<file path="src/hdl/assert_macros.svh">
// Assertion helpers used by the RTL.
`ifndef ASSERT_MACROS_SVH
`define ASSERT_MACROS_SVH

// Checked on every rising clock edge, off while reset is high.
`define ARC_ASSERT(label, clk, rst, prop, msg) \
   label: assert property (@(posedge clk) disable iff (rst) prop) else $error(msg);

// Checked on every rising clock edge, reset included.
`define ARC_ASSERT_ALWAYS(label, clk, prop, msg) \
   label: assert property (@(posedge clk) prop) else $error(msg);

`endif

</file>
<file path="src/hdl/arc_pkg.sv">
package arc_pkg;

   localparam int CACHE_ENTRIES   = 16;
   localparam int PENDING_ENTRIES = 16;

   localparam logic [31:0] CACHE_LIFE_RESET   = 32'd30000;
   localparam logic [31:0] REQUEST_HOLD_RESET = 32'd5000;

   localparam logic [15:0] ETH_IPV4       = 16'h0800;
   localparam logic [15:0] ETH_ARP        = 16'h0806;
   localparam logic [15:0] ARP_OP_REQUEST = 16'd1;
   localparam logic [15:0] ARP_OP_REPLY   = 16'd2;
   localparam logic [47:0] MAC_BCAST      = 48'hFFFF_FFFF_FFFF;

   localparam logic [1:0] CMD_SEND = 2'd0;
   localparam logic [1:0] CMD_RECV = 2'd1;
   localparam logic [1:0] CMD_TICK = 2'd2;

   localparam logic [1:0] KIND_IPV4    = 2'd0;
   localparam logic [1:0] KIND_ARP_REQ = 2'd1;
   localparam logic [1:0] KIND_ARP_RSP = 2'd2;
   localparam logic [1:0] KIND_DELIVER = 2'd3;

   localparam logic [1:0] REG_OWN_MAC    = 2'd0;
   localparam logic [1:0] REG_OWN_IP     = 2'd1;
   localparam logic [1:0] REG_CACHE_LIFE = 2'd2;
   localparam logic [1:0] REG_REQ_HOLD   = 2'd3;

   // operation carried by a token along a row of cells
   typedef enum logic [2:0] {
      TOK_FIND,
      TOK_SETDATA,
      TOK_TAKE,
      TOK_INSERT,
      TOK_AGE
   } tok_op_type;

   typedef struct packed {
      logic        active;
      tok_op_type  op;
      logic [31:0] key;
      logic [47:0] data;
      logic [63:0] stamp;
      logic        hit;
      logic [47:0] hdata;
   } token_type;

   typedef enum logic [3:0] {
      ST_IDLE,
      ST_SEND_C,
      ST_SEND_P,
      ST_SEND_I,
      ST_RX_C,
      ST_RX_I,
      ST_RX_ANSWER,
      ST_RX_P,
      ST_AGE_C,
      ST_AGE_P,
      ST_EMIT
   } state_type;

   typedef struct packed {
      logic [1:0]  kind;
      logic [47:0] dst_mac;
      logic [31:0] arp_target_ip;
      logic [47:0] arp_target_mac;
      logic [15:0] tag;
   } result_type;

   typedef struct packed {
      logic [31:0] next_hop_ip;
      logic [15:0] datagram_tag;
      logic [47:0] frame_src_mac;
      logic [15:0] arp_opcode;
      logic [31:0] arp_sender_ip;
      logic [47:0] arp_sender_mac;
      logic [31:0] arp_target_ip;
   } req_type;

endpackage

</file>
<file path="src/hdl/arc_cell.sv">
// One table entry; acts on the token passing by, then hands it on.
module arc_cell (
   input  logic                clock,
   input  logic                reset,
   input  arc_pkg::token_type  tok_i,
   output arc_pkg::token_type  tok_o
);

   logic               valid_ff, valid_in;
   logic [31:0]        ip_ff, ip_in;
   logic [47:0]        data_ff, data_in;
   logic [63:0]        stamp_ff, stamp_in;
   arc_pkg::token_type tok_ff, tok_in;
   logic               match;

   assign match = tok_i.active && !tok_i.hit && valid_ff && (ip_ff == tok_i.key);

   always_comb begin
      valid_in = valid_ff;
      ip_in    = ip_ff;
      data_in  = data_ff;
      stamp_in = stamp_ff;
      tok_in   = tok_i;
      if (tok_i.active) begin
         case (tok_i.op)
            arc_pkg::TOK_FIND: begin
               if (match) begin
                  tok_in.hit   = 1'b1;
                  tok_in.hdata = data_ff;
               end
            end
            arc_pkg::TOK_SETDATA: begin
               if (match) begin
                  tok_in.hit = 1'b1;
                  data_in    = tok_i.data;
               end
            end
            arc_pkg::TOK_TAKE: begin
               if (match) begin
                  tok_in.hit   = 1'b1;
                  tok_in.hdata = data_ff;
                  valid_in     = 1'b0;
               end
            end
            arc_pkg::TOK_INSERT: begin
               if (!tok_i.hit && !valid_ff) begin
                  tok_in.hit = 1'b1;
                  valid_in   = 1'b1;
                  ip_in      = tok_i.key;
                  data_in    = tok_i.data;
                  stamp_in   = tok_i.stamp;
               end
            end
            arc_pkg::TOK_AGE: begin
               if (valid_ff && (stamp_ff <= tok_i.stamp)) valid_in = 1'b0;
            end
            default: ;
         endcase
      end
   end

   always_ff @(posedge clock) begin
      if (reset) begin
         valid_ff <= 1'b0;
         tok_ff   <= '0;
      end else begin
         valid_ff <= valid_in;
         tok_ff   <= tok_in;
      end
      ip_ff    <= ip_in;
      data_ff  <= data_in;
      stamp_ff <= stamp_in;
   end

   assign tok_o = tok_ff;

endmodule

</file>
<file path="config.mk">
export PLATFORM = sky130hd
export DESIGN_NAME = arc_cell
export DESIGN_NICKNAME = d
export VERILOG_FILES = /design/src/hdl/assert_macros.svh /design/src/hdl/arc_pkg.sv /design/src/hdl/arc_cell.sv
export SDC_FILE = /design/constraint.sdc
export NUM_CORES = 1
export LEC_CHECK = 0
export BUFFER_PORTS_ARGS = -buffer_cell sky130_fd_sc_hd__buf_4
export CAP_MARGIN = 0
export CORE_MARGIN = 8
export CORE_UTILIZATION = 40
export CTS_CLUSTER_SIZE = 25
export DETAILED_ROUTE_END_ITERATION = 16
export HOLD_SLACK_MARGIN = 0.1
export PLACE_DENSITY = 0.67
export SLEW_MARGIN = 20
export SYNTH_ARGS = -nofsm -noshare
export SYNTH_HDL_FRONTEND = slang
export SYNTH_SLANG_ARGS = --single-unit
export TNS_END_PERCENT = 30
</file>
<file path="constraint.sdc">
create_clock -name clock -period 9.4 [get_ports clock]
set_input_delay 1.88 -clock clock [delete_from_list [all_inputs] [get_ports clock]]
set_output_delay 1.88 -clock clock [all_outputs]
set_load 0.02 [all_outputs]
</file>
==> impl_metrics.prom <==
# TYPE chip_impl_metric gauge
chip_impl_metric{name="cts_hold_buf",unit=""} 0
chip_impl_info{name="grt_setup_unrepaired",value="no"} 1
chip_impl_metric{name="antenna_found_initial",unit=""} 4
chip_impl_metric{name="global_route_wire_length_before_repair",unit="um"} 48530
chip_impl_metric{name="fmaxAchievable",unit="MHz"} 242.5
chip_impl_info{name="clk_root_buffer_cell",value="clkbuf_16"} 1
chip_impl_metric{name="cts.clk_slew.worst_paths",unit="ns"} 0.06
chip_impl_metric{name="detail_route.vias_per_cell",unit=""} 4.579
chip_impl_metric{name="die_width",unit="um"} 188.8
chip_impl_metric{name="vias_in_the_first_global_route",unit=""} 8315
chip_impl_metric{name="static_leak",unit="nW"} 7.155
chip_impl_metric{name="start_util",unit=""} 0.4049
chip_impl_metric{name="ys_warnings",unit=""} 0
chip_impl_metric{name="cpPeakStageDelay",unit="ns"} 0.69
chip_impl_metric{name="first_iter_violations",unit=""} 305
chip_impl_metric{name="cts_repair_resize_count",unit=""} 0
chip_impl_info{name="cts_tree",value="done"} 1
chip_impl_metric{name="tritoncts_num_sinks",unit=""} 342
chip_impl_metric{name="post_route_worst_setup_slack",unit="ns"} 5.276
chip_impl_info{name="crit_chain",value="buf_4, xor2_1, nor4_1, nand3_1, or4_4, nor3b_4, buf_4, mux2i_1, nor2_1"} 1
chip_impl_metric{name="dieHeight",unit="um"} 188.8
chip_impl_metric{name="maximum_number_of_pins_on_one_net_before_global_route_repair",unit=""} 115
chip_impl_metric{name="globalRouteOverflowTotal",unit=""} 0
chip_impl_metric{name="relSlewSlack",unit=""} 0.3556
chip_impl_metric{name="clk_latency_worst_skew_pair",unit="ns"} 0.50
chip_impl_metric{name="routedWlPerCell",unit="um"} 18.53
chip_impl_metric{name="max_cap_viols",unit=""} 0
chip_impl_metric{name="h-tree-depth",unit=""} 2
chip_impl_metric{name="io_buffers",unit=""} 395
chip_impl_metric{name="via_count",unit=""} 7963
chip_impl_metric{name="post_synth_num_cell_types",unit=""} 36
chip_impl_metric{name="design.core.area",unit="sq um"} 29480
chip_impl_metric{name="placementRows",unit=""} 63
chip_impl_metric{name="power-per-cell-area",unit="nW/um^2"} 199.0
chip_impl_metric{name="totalNegativeSetupSlack",unit="ns"} 0
chip_impl_metric{name="grt_util_all_layers",unit=""} 0.1735
chip_impl_info{name="cpMaxStageDelayCell",value="buf_4"} 1
chip_impl_info{name="timing.hold.worst.class",value="register to register"} 1
chip_impl_metric{name="critical_path_arrival",unit="ns"} 4.47
chip_impl_metric{name="path_max_fanout",unit=""} 48
chip_impl_metric{name="ys_ff_latch",unit=""} 342
chip_impl_metric{name="critPathRequiredTime",unit="ns"} 9.75
chip_impl_metric{name="final_nets",unit=""} 1584
chip_impl_info{name="outcome",value="finished clean"} 1
chip_impl_metric{name="finalSetupViolations",unit=""} 0
chip_impl_metric{name="synth.yosys.seq_area_share",unit=""} 0.6943
chip_impl_info{name="critical_path.most_common_cell",value="buf_4"} 1
chip_impl_metric{name="drt-pass1-iter-count",unit=""} 4
chip_impl_metric{name="numCtsBuffers",unit=""} 37
chip_impl_info{name="final_cell_mix",value="buf_4 (399), dfxtp_1 (198), edfxtp_1 (144)"} 1
chip_impl_info{name="critical_path.endpoint_type",value="register"} 1
chip_impl_metric{name="total_power",unit="mW"} 3.270
chip_impl_metric{name="final_min_period_over_clock_period",unit=""} 0.4387
chip_impl_metric{name="die_outline_area",unit="sq um"} 35630
chip_impl_metric{name="remaining_drcs",unit=""} 0
chip_impl_metric{name="detailedPlacementHpwl",unit="um"} 24110
chip_impl_metric{name="timing_max_transition_violations_final",unit=""} 0
chip_impl_metric{name="peakVddDrop",unit="V"} 0.0001427
chip_impl_metric{name="hold_violations",unit=""} 0
chip_impl_metric{name="area.growth.synth_to_final",unit="%"} 37.65
chip_impl_metric{name="timing.clock.skew",unit="ns"} 0.01185
chip_impl_info{name="mostFrequentLayoutCell",value="buf_4"} 1
chip_impl_metric{name="clock_path_buffers",unit=""} 3
chip_impl_metric{name="post_synth_instance_area",unit="sq um"} 11940
chip_impl_info{name="critical_path_class",value="input pin to register"} 1
chip_impl_metric{name="cts.repair_timing.setup_buffer_count",unit=""} 0
chip_impl_metric{name="synthCells",unit=""} 910
chip_impl_metric{name="worst_hold_slack",unit="ns"} 0.4793
chip_impl_metric{name="post_route_cells_drive_above_1_share",unit=""} 0.3366
chip_impl_metric{name="mappedNetlistNets",unit=""} 1173
chip_impl_metric{name="post-place-ws",unit="ns"} 4.735
chip_impl_metric{name="num_ports",unit=""} 396
chip_impl_metric{name="place_congestion",unit=""} 0.7797
chip_impl_metric{name="wirelength",unit="um"} 32220
chip_impl_info{name="start_kind",value="input pin"} 1
chip_impl_metric{name="avgSynthCellArea",unit="sq um"} 13.12
chip_impl_metric{name="antenna_left",unit=""} 0
chip_impl_metric{name="finalCriticalPeriod",unit="ns"} 4.124
chip_impl_metric{name="worstMarginPinSlew",unit="ns"} 0.9665
-- synthesized netlist by cell type --
library cell | number | area [sq um]
nand3_1 | 10 | 50.05
nor2b_1 | 89 | 556.8
nor3b_2 | 1 | 12.51
xor2_1 | 27 | 236.5
o211ai_1 | 2 | 15.01
nand4_1 | 12 | 75.07
nand2_1 | 22 | 82.58
and3_1 | 1 | 6.260
ha_1 | 64 | 800.8
or4b_2 | 1 | 10.01
o21a_1 | 1 | 7.510
or4_1 | 2 | 15.01
buf_4 | 2 | 15.01
nand3b_1 | 1 | 7.510
a211oi_1 | 4 | 30.03
o221ai_1 | 1 | 8.760
and4_1 | 3 | 26.28
o21ai_0 | 8 | 40.04
a22o_1 | 1 | 8.760
buf_6 | 3 | 33.78
nand2b_1 | 1 | 6.260
a21o_1 | 2 | 15.01
a221o_1 | 1 | 10.01
dfxtp_1 | 198 | 3964
inv_1 | 65 | 244.0
xnor2_1 | 5 | 43.79
clkbuf_1 | 22 | 82.58
nor4_1 | 10 | 62.56
buf_1 | 1 | 3.750
a221oi_1 | 3 | 26.28
edfxtp_1 | 144 | 4324
or4_4 | 1 | 11.26
nor2_1 | 120 | 450.4
mux2i_1 | 49 | 490.5
a21oi_1 | 28 | 140.1
nor3_1 | 5 | 25.02
-- stage by stage --
step           area [sq um]    util  std cells
6_report              16430  0.5574       1739
5_1_grt               16430  0.5574       1739
4_1_cts               16420  0.5571       1736
3_5_place_dp          15320  0.5195       1672
3_3_place_gp          15320  0.5195       1672
2_1_floorplan         11940       -        910
-- flip-flops by register name, indices dropped and copies added (netlist names) --
name and cells:
valid_ff 1, stamp_ff 64, tok_o 197, data_ff 48, ip_ff 32
-- where the power goes --
part           total (mW)  switching, mW  internal [mW]
Sequential           1.62         0.0169           1.60
Combinational       0.314          0.166          0.147
Clock                1.34          0.552          0.788
-- area by class of cell --
type | count | area (sq um)
fillers | 2535 | 13050
multi-input cells | 475 | 3289
clock buffers | 56 | 1037
diodes | 3 | 7.507
inverters | 65 | 244.0
clock inverters | 8 | 71.32
well taps | 390 | 488.0
flip-flops and latches | 342 | 8288
repair buffers | 400 | 3007
-- logic make-up after synthesis --
kind of cell    synth area share
buf+inv                  0.03176
flops                     0.6943
xor+xnor                 0.02348
compound gates           0.02526
mux                      0.04109
fa+ha+maj                0.06708
simple gates              0.1171
-- path summary, 6_finish.rpt --
check	cells past startpoint	startpoint	to	slack [ns]
min	2	data_ff[26]	tok_o[26]	0.48
max	9	tok_i[170]	tok_o[12]	5.28
min reg2reg	2	data_ff[26]	tok_o[26]	0.48
max reg2reg	8	ip_ff[9]	tok_o[12]	6.40
-- critical path: cells and delay by family --
family | cells | cell delay (ns)
simple gates | 5 | 1.29
buf+inv | 2 | 0.81
mux | 1 | 0.28
xor+xnor | 1 | 0.15
-- metal layers --
| layer | GRT usage | wire (um) | up-vias | part of all wire |
|---|---|---|---|---|
| met5 | 0 | 13 | - | 0.00040 |
| met4 | 0.07276 | 1075 | 2 | 0.033 |
| met3 | 0.05213 | 2051 | 58 | 0.064 |
| met2 | 0.2911 | 15890 | 229 | 0.49 |
| met1 | 0.2042 | 13180 | 3760 | 0.41 |
| li1 | - | - | 3914 | - |
No activity file was read; power rests on OpenSTA's default activity.
